$ cat config.mk
export PLATFORM = sky130hd
export DESIGN_NAME = process_ready_queue_scheduler
export DESIGN_NICKNAME = d
export VERILOG_FILES = /design/src/prqs_pkg.sv /design/src/prqs_cell.sv /design/src/process_ready_queue_scheduler.sv
export SDC_FILE = /design/constraint.sdc
export NUM_CORES = 2
export LEC_CHECK = 0
export ABC_AREA = 0
export BUFFER_PORTS_ARGS = -buffer_cell sky130_fd_sc_hd__clkbuf_2
export CAP_MARGIN = 10
export CELL_PAD_IN_SITES_DETAIL_PLACEMENT = 0
export CELL_PAD_IN_SITES_GLOBAL_PLACEMENT = 1
export CORE_MARGIN = 8
export CORE_UTILIZATION = 30
export CTS_BUF_LIST = sky130_fd_sc_hd__clkbuf_2 sky130_fd_sc_hd__clkbuf_4 sky130_fd_sc_hd__clkbuf_8
export DETAILED_ROUTE_END_ITERATION = 7
export GPL_ROUTABILITY_DRIVEN = 0
export PLACE_DENSITY_LB_ADDON = 0.1
export SYNTH_ARGS = -nofsm -noshare
export SYNTH_HDL_FRONTEND = slang
export SYNTH_SLANG_ARGS = --single-unit
$ cat constraint.sdc
create_clock -name clk -period 7.15 [get_ports clk]
set_input_delay 1.0725 -clock clk [delete_from_list [all_inputs] [get_ports clk]]
set_output_delay 1.0725 -clock clk [all_outputs]
set_load 0.005 [all_outputs]
$ cat src/prqs_pkg.sv
// prqs_pkg: shared codes, widths and the cell control struct for the
// process ready queue scheduler. No dependencies.
`default_nettype none

package prqs_pkg;

  localparam int QUEUE_DEPTH_DEF = 16;
  localparam int ID_WIDTH_DEF    = 8;
  localparam int TIME_WIDTH_DEF  = 16;
  localparam int PRIO_W          = 8;

  // request codes
  localparam logic [1:0] REQ_ENQ    = 2'd0;
  localparam logic [1:0] REQ_TAKE   = 2'd1;
  localparam logic [1:0] REQ_REMOVE = 2'd2;
  localparam logic [1:0] REQ_LOOKUP = 2'd3;

  // result status codes
  localparam logic [1:0] STAT_OK       = 2'd0;
  localparam logic [1:0] STAT_EMPTY    = 2'd1;
  localparam logic [1:0] STAT_NOTFOUND = 2'd2;
  localparam logic [1:0] STAT_FULL     = 2'd3;

  // scheduling policies; the unused code falls back to FIFO
  localparam logic [1:0] MODE_PRIO = 2'd0;
  localparam logic [1:0] MODE_SRTN = 2'd1;
  localparam logic [1:0] MODE_FIFO = 2'd2;

  typedef struct packed {
    logic       shift;   // close the gap at and above the selected slot
    logic       append;  // write the request entry at the slot == occupancy
    logic [1:0] req;     // request being searched for
    logic [1:0] mode;    // current policy
  } cell_ctrl_t;

endpackage

`default_nettype wire

$ cat src/prqs_cell.sv
// prqs_cell: one queue slot plus one stage of the search chain.
// Depends on prqs_pkg.
`default_nettype none

module prqs_cell #(
  parameter int ID_W     = 8,
  parameter int TIME_W   = 16,
  parameter int IDX_W    = 4,
  parameter int OCC_W    = 5,
  parameter int CELL_IDX = 0
) (
  input  wire                          clk,
  input  wire prqs_pkg::cell_ctrl_t    ctrl,
  input  wire [OCC_W-1:0]              occ,
  input  wire [IDX_W-1:0]              pos,
  input  wire [ID_W-1:0]               req_id,
  input  wire [prqs_pkg::PRIO_W-1:0]   req_prio,
  input  wire [TIME_W-1:0]             req_rem,
  // candidate from the left neighbor
  input  wire                          cin_found,
  input  wire [TIME_W-1:0]             cin_key,
  input  wire [IDX_W-1:0]              cin_pos,
  input  wire [ID_W-1:0]               cin_id,
  input  wire [prqs_pkg::PRIO_W-1:0]   cin_prio,
  input  wire [TIME_W-1:0]             cin_rem,
  // slot contents of the right neighbor, for compaction
  input  wire [ID_W-1:0]               nb_id,
  input  wire [prqs_pkg::PRIO_W-1:0]   nb_prio,
  input  wire [TIME_W-1:0]             nb_rem,
  // registered candidate to the right neighbor
  output logic                         cout_found,
  output logic [TIME_W-1:0]            cout_key,
  output logic [IDX_W-1:0]             cout_pos,
  output logic [ID_W-1:0]              cout_id,
  output logic [prqs_pkg::PRIO_W-1:0]  cout_prio,
  output logic [TIME_W-1:0]            cout_rem,
  // own slot, to the left neighbor
  output logic [ID_W-1:0]              slot_id,
  output logic [prqs_pkg::PRIO_W-1:0]  slot_prio,
  output logic [TIME_W-1:0]            slot_rem
);
  import prqs_pkg::*;

  logic [ID_W-1:0]   slot_id_r;
  logic [PRIO_W-1:0] slot_prio_r;
  logic [TIME_W-1:0] slot_rem_r;
  logic [TIME_W-1:0] own_key;
  logic              own_valid;
  logic              sel;

  always_comb begin
    case (ctrl.mode)
      MODE_PRIO: own_key = TIME_W'(slot_prio_r);
      MODE_SRTN: own_key = slot_rem_r;
      default:   own_key = '0;  // FIFO: first valid slot wins
    endcase
  end

  assign own_valid = OCC_W'(CELL_IDX) < occ;

  // strict less-than keeps the earlier entry on ties
  always_comb begin
    if (ctrl.req == REQ_TAKE) begin
      sel = own_valid && (!cin_found || (own_key < cin_key));
    end else begin
      sel = own_valid && !cin_found && (slot_id_r == req_id);
    end
  end

  always_ff @(posedge clk) begin
    if (sel) begin
      cout_found <= 1'b1;
      cout_key   <= own_key;
      cout_pos   <= IDX_W'(CELL_IDX);
      cout_id    <= slot_id_r;
      cout_prio  <= slot_prio_r;
      cout_rem   <= slot_rem_r;
    end else begin
      cout_found <= cin_found;
      cout_key   <= cin_key;
      cout_pos   <= cin_pos;
      cout_id    <= cin_id;
      cout_prio  <= cin_prio;
      cout_rem   <= cin_rem;
    end
  end

  always_ff @(posedge clk) begin
    if (ctrl.shift && (IDX_W'(CELL_IDX) >= pos)) begin
      slot_id_r   <= nb_id;
      slot_prio_r <= nb_prio;
      slot_rem_r  <= nb_rem;
    end else if (ctrl.append && (OCC_W'(CELL_IDX) == occ)) begin
      slot_id_r   <= req_id;
      slot_prio_r <= req_prio;
      slot_rem_r  <= req_rem;
    end
  end

  assign slot_id   = slot_id_r;
  assign slot_prio = slot_prio_r;
  assign slot_rem  = slot_rem_r;

endmodule

`default_nettype wire

$ cat src/process_ready_queue_scheduler.sv
// process_ready_queue_scheduler: top level; request control, chain of
// prqs_cell slots, result register. Depends on prqs_pkg and prqs_cell.
//
//   channel | ports                                  | handshake
//   --------+----------------------------------------+-----------------
//   in      | in_req_type, in_proc_id, in_proc_*     | in_valid/in_ready
//   out     | out_status, out_id, out_priority,      | out_valid/out_ready
//           | out_remaining, out_entry_count         |
//   cfg     | cfg_sched_mode                         | cfg_we, no wait
//
// Flow: an enqueue goes from accept straight to the commit state, and its result is
//   registered when it commits; the next item is taken after the commit. Take,
//   remove and lookup first scan while the candidate walks the cell chain one
//   cell per cycle, then commit. One item is in flight at a time.
// Reset: rst_n synchronous; empties the queue and sets the policy to
//   lowest priority first. Slot contents are not cleared.
// Stalls: the result sits in the output register; a new item is taken while
//   it waits, and the next commit holds until the result is taken.
`default_nettype none

module process_ready_queue_scheduler #(
  parameter int QUEUE_DEPTH = prqs_pkg::QUEUE_DEPTH_DEF,
  parameter int ID_WIDTH    = prqs_pkg::ID_WIDTH_DEF,
  parameter int TIME_WIDTH  = prqs_pkg::TIME_WIDTH_DEF
) (
  input  wire                                   clk,
  input  wire                                   rst_n,
  // configuration
  input  wire                                   cfg_we,
  input  wire [1:0]                             cfg_sched_mode,
  // request channel
  input  wire                                   in_valid,
  output logic                                  in_ready,
  input  wire [1:0]                             in_req_type,
  input  wire [ID_WIDTH-1:0]                    in_proc_id,
  input  wire [prqs_pkg::PRIO_W-1:0]            in_proc_priority,
  input  wire [TIME_WIDTH-1:0]                  in_proc_remaining,
  // result channel
  output logic                                  out_valid,
  input  wire                                   out_ready,
  output logic [1:0]                            out_status,
  output logic [ID_WIDTH-1:0]                   out_id,
  output logic [prqs_pkg::PRIO_W-1:0]           out_priority,
  output logic [TIME_WIDTH-1:0]                 out_remaining,
  output logic [$clog2(QUEUE_DEPTH+1)-1:0]      out_entry_count
);
  import prqs_pkg::*;

  localparam int IDX_W = (QUEUE_DEPTH > 1) ? $clog2(QUEUE_DEPTH) : 1;
  localparam int OCC_W = $clog2(QUEUE_DEPTH + 1);

  typedef enum logic [2:0] {
    ST_IDLE = 3'b001,
    ST_SCAN = 3'b010,
    ST_DONE = 3'b100
  } state_t;

  state_t            state_r, state_nxt;
  logic [IDX_W-1:0]  cnt_r, cnt_nxt;
  logic [OCC_W-1:0]  occ_r, occ_nxt;
  logic [1:0]        mode_r;
  logic [1:0]        req_r;
  logic [ID_WIDTH-1:0]   id_r;
  logic [PRIO_W-1:0]     prio_r;
  logic [TIME_WIDTH-1:0] rem_r;

  logic                  out_valid_r;
  logic [1:0]            out_status_r, out_status_nxt;
  logic [ID_WIDTH-1:0]   out_id_r, out_id_nxt;
  logic [PRIO_W-1:0]     out_prio_r, out_prio_nxt;
  logic [TIME_WIDTH-1:0] out_rem_r, out_rem_nxt;
  logic [OCC_W-1:0]      out_cnt_r;

  logic       in_fire;
  logic       commit;
  cell_ctrl_t ctrl;

  // search chain: index 0 is the seed, QUEUE_DEPTH is the final candidate
  logic                  c_found [QUEUE_DEPTH+1];
  logic [TIME_WIDTH-1:0] c_key   [QUEUE_DEPTH+1];
  logic [IDX_W-1:0]      c_pos   [QUEUE_DEPTH+1];
  logic [ID_WIDTH-1:0]   c_id    [QUEUE_DEPTH+1];
  logic [PRIO_W-1:0]     c_prio  [QUEUE_DEPTH+1];
  logic [TIME_WIDTH-1:0] c_rem   [QUEUE_DEPTH+1];

  logic [ID_WIDTH-1:0]   s_id   [QUEUE_DEPTH];
  logic [PRIO_W-1:0]     s_prio [QUEUE_DEPTH];
  logic [TIME_WIDTH-1:0] s_rem  [QUEUE_DEPTH];
  logic [ID_WIDTH-1:0]   n_id   [QUEUE_DEPTH];
  logic [PRIO_W-1:0]     n_prio [QUEUE_DEPTH];
  logic [TIME_WIDTH-1:0] n_rem  [QUEUE_DEPTH];

  assign c_found[0] = 1'b0;
  assign c_key[0]   = '0;
  assign c_pos[0]   = '0;
  assign c_id[0]    = '0;
  assign c_prio[0]  = '0;
  assign c_rem[0]   = '0;

  genvar gi;
  generate
    for (gi = 0; gi < QUEUE_DEPTH; gi++) begin : g_cell
      if (gi < QUEUE_DEPTH - 1) begin : g_nb
        assign n_id[gi]   = s_id[gi+1];
        assign n_prio[gi] = s_prio[gi+1];
        assign n_rem[gi]  = s_rem[gi+1];
      end else begin : g_top
        // top slot after a removal is beyond occupancy; contents don't matter
        assign n_id[gi]   = '0;
        assign n_prio[gi] = '0;
        assign n_rem[gi]  = '0;
      end

      prqs_cell #(
        .ID_W     (ID_WIDTH),
        .TIME_W   (TIME_WIDTH),
        .IDX_W    (IDX_W),
        .OCC_W    (OCC_W),
        .CELL_IDX (gi)
      ) u_cell (
        .clk        (clk),
        .ctrl       (ctrl),
        .occ        (occ_r),
        .pos        (c_pos[QUEUE_DEPTH]),
        .req_id     (id_r),
        .req_prio   (prio_r),
        .req_rem    (rem_r),
        .cin_found  (c_found[gi]),
        .cin_key    (c_key[gi]),
        .cin_pos    (c_pos[gi]),
        .cin_id     (c_id[gi]),
        .cin_prio   (c_prio[gi]),
        .cin_rem    (c_rem[gi]),
        .nb_id      (n_id[gi]),
        .nb_prio    (n_prio[gi]),
        .nb_rem     (n_rem[gi]),
        .cout_found (c_found[gi+1]),
        .cout_key   (c_key[gi+1]),
        .cout_pos   (c_pos[gi+1]),
        .cout_id    (c_id[gi+1]),
        .cout_prio  (c_prio[gi+1]),
        .cout_rem   (c_rem[gi+1]),
        .slot_id    (s_id[gi]),
        .slot_prio  (s_prio[gi]),
        .slot_rem   (s_rem[gi])
      );
    end
  endgenerate

  assign in_ready = (state_r == ST_IDLE);
  assign in_fire  = in_valid && in_ready;
  // commit waits only if the previous result is still unclaimed
  assign commit   = (state_r == ST_DONE) && (!out_valid_r || out_ready);

  // next state and counter
  always_comb begin
    state_nxt = state_r;
    cnt_nxt   = cnt_r;
    case (state_r)
      ST_IDLE: begin
        if (in_fire) begin
          cnt_nxt   = '0;
          state_nxt = (in_req_type == REQ_ENQ) ? ST_DONE : ST_SCAN;
        end
      end
      ST_SCAN: begin
        // the scan ends once every cell has seen a settled candidate
        if (cnt_r == IDX_W'(QUEUE_DEPTH - 1)) begin
          state_nxt = ST_DONE;
        end else begin
          cnt_nxt = cnt_r + IDX_W'(1);
        end
      end
      ST_DONE: begin
        if (commit) begin
          state_nxt = ST_IDLE;
        end
      end
      default: state_nxt = ST_IDLE;
    endcase
  end

  // result and queue update; take, remove and lookup use the chain's final candidate
  always_comb begin
    ctrl.shift     = 1'b0;
    ctrl.append    = 1'b0;
    ctrl.req       = req_r;
    ctrl.mode      = mode_r;
    occ_nxt        = occ_r;
    out_status_nxt = STAT_OK;
    out_id_nxt     = '0;
    out_prio_nxt   = '0;
    out_rem_nxt    = '0;
    case (req_r)
      REQ_ENQ: begin
        if (occ_r == OCC_W'(QUEUE_DEPTH)) begin
          out_status_nxt = STAT_FULL;
        end else begin
          ctrl.append = commit;
          occ_nxt     = occ_r + OCC_W'(1);
        end
      end
      REQ_TAKE: begin
        if (occ_r == '0) begin
          out_status_nxt = STAT_EMPTY;
        end else begin
          ctrl.shift   = commit;
          occ_nxt      = occ_r - OCC_W'(1);
          out_id_nxt   = c_id[QUEUE_DEPTH];
          out_prio_nxt = c_prio[QUEUE_DEPTH];
          out_rem_nxt  = c_rem[QUEUE_DEPTH];
        end
      end
      REQ_REMOVE, REQ_LOOKUP: begin
        if (!c_found[QUEUE_DEPTH]) begin
          out_status_nxt = STAT_NOTFOUND;
        end else begin
          if (req_r == REQ_REMOVE) begin
            ctrl.shift = commit;
            occ_nxt    = occ_r - OCC_W'(1);
          end
          out_id_nxt   = c_id[QUEUE_DEPTH];
          out_prio_nxt = c_prio[QUEUE_DEPTH];
          out_rem_nxt  = c_rem[QUEUE_DEPTH];
        end
      end
      default: out_status_nxt = STAT_OK;
    endcase
  end

  // control registers
  always_ff @(posedge clk) begin
    if (!rst_n) begin
      state_r     <= ST_IDLE;
      cnt_r       <= '0;
      occ_r       <= '0;
      mode_r      <= MODE_PRIO;
      out_valid_r <= 1'b0;
    end else begin
      state_r <= state_nxt;
      cnt_r   <= cnt_nxt;
      if (cfg_we) begin
        mode_r <= cfg_sched_mode;
      end
      if (commit) begin
        occ_r       <= occ_nxt;
        out_valid_r <= 1'b1;
      end else if (out_ready) begin
        out_valid_r <= 1'b0;
      end
    end
  end

  // request and result payload
  always_ff @(posedge clk) begin
    if (in_fire) begin
      req_r  <= in_req_type;
      id_r   <= in_proc_id;
      prio_r <= in_proc_priority;
      rem_r  <= in_proc_remaining;
    end
    if (commit) begin
      out_status_r <= out_status_nxt;
      out_id_r     <= out_id_nxt;
      out_prio_r   <= out_prio_nxt;
      out_rem_r    <= out_rem_nxt;
      out_cnt_r    <= occ_nxt;
    end
  end

  assign out_valid       = out_valid_r;
  assign out_status      = out_status_r;
  assign out_id          = out_id_r;
  assign out_priority    = out_prio_r;
  assign out_remaining   = out_rem_r;
  assign out_entry_count = out_cnt_r;

  // occupancy is bounded by the slot count
  a_occ_bound: assert property (@(posedge clk) disable iff (!rst_n)
    occ_r <= OCC_W'(QUEUE_DEPTH))
    else $error("occupancy above queue depth");

  // the queue only changes on a commit
  a_occ_hold: assert property (@(posedge clk) disable iff (!rst_n)
    ($past(rst_n) && !$past(commit)) |-> $stable(occ_r))
    else $error("occupancy changed outside a commit");

  // a full drop reports a full queue, an empty take an empty one
  a_full_cnt: assert property (@(posedge clk) disable iff (!rst_n)
    (out_valid_r && out_status_r == STAT_FULL) |-> out_cnt_r == OCC_W'(QUEUE_DEPTH))
    else $error("full status with queue not full");

  a_empty_cnt: assert property (@(posedge clk) disable iff (!rst_n)
    (out_valid_r && out_status_r == STAT_EMPTY) |-> out_cnt_r == '0)
    else $error("empty status with entries queued");

  // a new result only follows a commit
  a_result_src: assert property (@(posedge clk) disable iff (!rst_n)
    ($past(rst_n) && $rose(out_valid_r)) |-> $past(state_r == ST_DONE))
    else $error("result raised outside the commit state");

endmodule

`default_nettype wire
==> impl_metrics.py <==
metrics = {
    "outcome": {
        "status": "finished, final reports clean",
    },
    "power_and_ir_drop": {
        "powerDensity_nw_per_um2": 288,
        "ir_drop_mv": 0.199,
        "leakagePower_uw": 0.0271,
    },
    "setup_path": {
        "critPathSlowestCell": "a31o_2",
        "path_buf_inv": 4,
        "cp-end-kind": "register",
        "rr_worst_depth": 11,
        "path_cells": "inv_1, ha_1, nor4b_4, o22ai_1, and4_1, buf_4, nand2b_2, buf_4, nor2_4, buf_4, a31o_2",
        "crit_cells": 11,
        "start_kind": "register",
        "worstPathRequired_ns": 7.73,
        "crit_path_max_fanout": 37,
        "cpPeakStageDelay_ns": 0.92,
        "critical_path_arrival_ns": 5.72,
        "crit_family": "compound AO/OA/AOI/OAI gates",
        "crit_type": "reg -> reg",
        "path_common_cell": "buf_4",
    },
    "timing": {
        "setup_viol": 0,
        "max_freq_ghz": 0.194,
        "worst_pin_slew_ns": 1.23,
        "slew_headroom_pct": 17.7,
        "fin_crit_sh_pct": 71.9,
        "whs_ns": 0.255,
        "finalHoldViolations": 0,
        "fin_skew_ns": 0.0714,
        "maxSlewViolCount": 0,
        "finalSetupTns_ns": 0,
        "period_minus_slack_ns": 5.14,
        "rsz0062_at_grt": "false",
    },
    "grt": {
        "grt_max_degree": 79,
        "grt.overflow.total": 0,
        "track_usage_pct": 15.6,
        "grt_pass1_vias": 39200,
        "antenna_found_initial": 9,
        "grt_pass1_wl_um": 258000,
    },
    "logic_synthesis": {
        "syn_nets": 5022,
        "ys_top_cells_by_area": "dfxtp_1, edfxtp_1, mux2_2, ha_1, mux2i_1",
        "yosysSeqAreaShare_pct": 55.3,
        "yosys_warnings": 0,
        "synth_ff_type": "dfxtp_1",
        "synth.top_cell.area_share_pct": 28.2,
        "synthTopCellsByCount": "mux2_2, dfxtp_1, edfxtp_1, inv_1, nand2_1",
        "synthCells": 4750,
        "synth.most_common_cell": "mux2_2",
        "ys_async_sr_fraction_pct": 0,
        "yosysTopAreaCell": "dfxtp_1",
        "synth-seq-cells": 1417,
        "syn_area_sq_um": 61300,
        "yosysUniqueCellTypes": 82,
        "avgSynthCellArea_sq_um": 12.9,
        "synth_edf_count": 553,
    },
    "clock_network": {
        "clock_latency_ns": 1.00,
        "cts.sinks": 1417,
        "cts_made_buffers": 285,
        "cts_hold_buf": 0,
        "clk_pin_slew_ns": 0.06,
        "cts.path.max_buffers": 4,
        "htreeDepth": 5,
        "root_buffer": "clkbuf_8",
        "cts_resized": 0,
        "cts_setup_buffers": 0,
        "cts_tree": "built",
    },
    "hold_path": {
        "hold_path.class": "in -> reg",
        "min_path_cells": 1,
    },
    "drt": {
        "routed_via_density": 4.59,
        "detail-route-antenna-nets": 0,
        "drcViolationCount": 0,
        "vias": 36000,
        "first_pass_iters": 5,
        "routed_wl_um": 173000,
        "drt_iter0_drc": 1577,
        "wl_per_cell_um": 22.0,
    },
    "layout": {
        "fin_area_sq_um": 70500,
        "area_growth_pct": 15.0,
        "drive_gt1_share_pct": 36.2,
        "num-fill-cells": 20300,
        "final_nets": 5218,
    },
    "die": {
        "rows": 166,
        "die_height_um": 468,
        "ioPinCount": 82,
        "dieWidth_um": 468,
        "initial_core_util_pct": 30.1,
        "design.die.area_sq_um": 219000,
        "design.core.area_sq_um": 204000,
    },
    "placed_design": {
        "hpwl_um": 125000,
        "io_buffers": 81,
        "place_area_sq_um": 64700,
    },
    "job": {
        "cap_violations": 0,
    },
}
==> path summary, 6_finish.rpt <==
kind | from | to | slack, ns
worst max register to register | occ_r[1] | g_cell[1].u_cell.slot_id[6] | 2.01
worst max-delay path | occ_r[1] | g_cell[1].u_cell.slot_id[6] | 2.01
worst min register to register | g_cell[14].u_cell.cout_pos[1] | g_cell[15].u_cell.cout_pos[1] | 0.40
worst min-delay path | in_proc_remaining[6] | rem_r[6] | 0.25
==> per-layer routing <==
metal  track usage (%)  routed length, um
met5                 0                  8
met4              4.73               4370
met3              2.53               5550
met2              25.4              79900
met1              21.3              82800
==> cell usage in the layout, fill, tap and decap left out, drive strengths merged, types with 22 or more instances in the layout <==
master / count
a21oi: 125
and2: 195
and3: 22
buf: 89
clkbuf: 522
clkinv: 44
dfxtp: 864
edfxtp: 553
ha: 231
inv: 253
mux2: 1138
mux2i: 129
nand2: 243
nand3: 22
nand4: 35
nor2: 177
nor4: 23
o21ai: 103
or2: 32
xnor2: 45
xor2: 92
==> worst reg2reg max path: stages, from the launching register on <==
cell and delay, ns:
dfxtp_1 0.78, inv_1 0.23, ha_1 0.34, nor4b_4 0.18, o22ai_1 0.51, and4_1 0.28
buf_4 0.36, nand2b_2 0.10, buf_4 0.30, nor2_4 0.21, buf_4 0.49, a31o_2 0.93
==> power by group <==
| group | total [uW] | switching, uW | internal (uW) |
|---|---|---|---|
| Clock | 8450 | 3540 | 4920 |
| Sequential | 9610 | 405 | 9200 |
| Combinational | 2210 | 1100 | 1120 |
| Total | 20300 | 5040 | 15200 |
==> sequential cells by signal, summed over array words and instances (netlist names), 5 cells and up <==
signal	count
g_cell.u_cell.cout_found	16
g_cell.u_cell.cout_id	128
g_cell.u_cell.cout_key	240
g_cell.u_cell.cout_pos	49
g_cell.u_cell.cout_prio	128
g_cell.u_cell.cout_rem	256
g_cell.u_cell.slot_id	128
g_cell.u_cell.slot_prio	128
g_cell.u_cell.slot_rem	256
id_r	8
occ_r	5
out_entry_count	5
out_id	8
out_priority	8
out_remaining	16
prio_r	8
rem_r	16
==> final cells by class <==
type / count / area (sq um) / area share [%]
clock buffer: 441 / 5470 / 7.76
sequential: 1417 / 33900 / 48.1
inverter: 252 / 946 / 1.34
antenna: 7 / 17.5 / 0.0249
multi-input combinational: 2820 / 25300 / 36.0
timing repair buffer: 170 / 1110 / 1.58
tap: 2688 / 3360 / 4.77
clock inverter: 51 / 307 / 0.435
==> through the flow <==
stage | worst slack (ns) | util, % | total power, uW | instances
after floorplan | 2.08 | - | 11100 | 4750
after global placement | 1.87 | 31.7 | 12100 | 7347
after detailed placement | 1.88 | 31.7 | 12100 | 7347
after CTS | 1.88 | 34.5 | 20700 | 7839
after global routing | 1.67 | 34.5 | 21300 | 7841
final | 2.01 | 34.6 | 20300 | 7846
==> logic make-up (layout without fill, tap and decap cells) <==
| group | Yosys count | after routing | share of synthesized area, % |
|---|---|---|---|
| xor+xnor | 137 | 137 | 1.96 |
| compound gates | 373 | 373 | 4.05 |
| flops | 1417 | 1417 | 55.3 |
| other cells | 0 | 7 | 0 |
| fa+ha+maj | 231 | 231 | 4.72 |
| simple gates | 812 | 812 | 6.60 |
| buf+inv | 513 | 914 | 3.86 |
| mux | 1267 | 1267 | 23.5 |
Note: power is estimated with default switching activity, not from simulation.
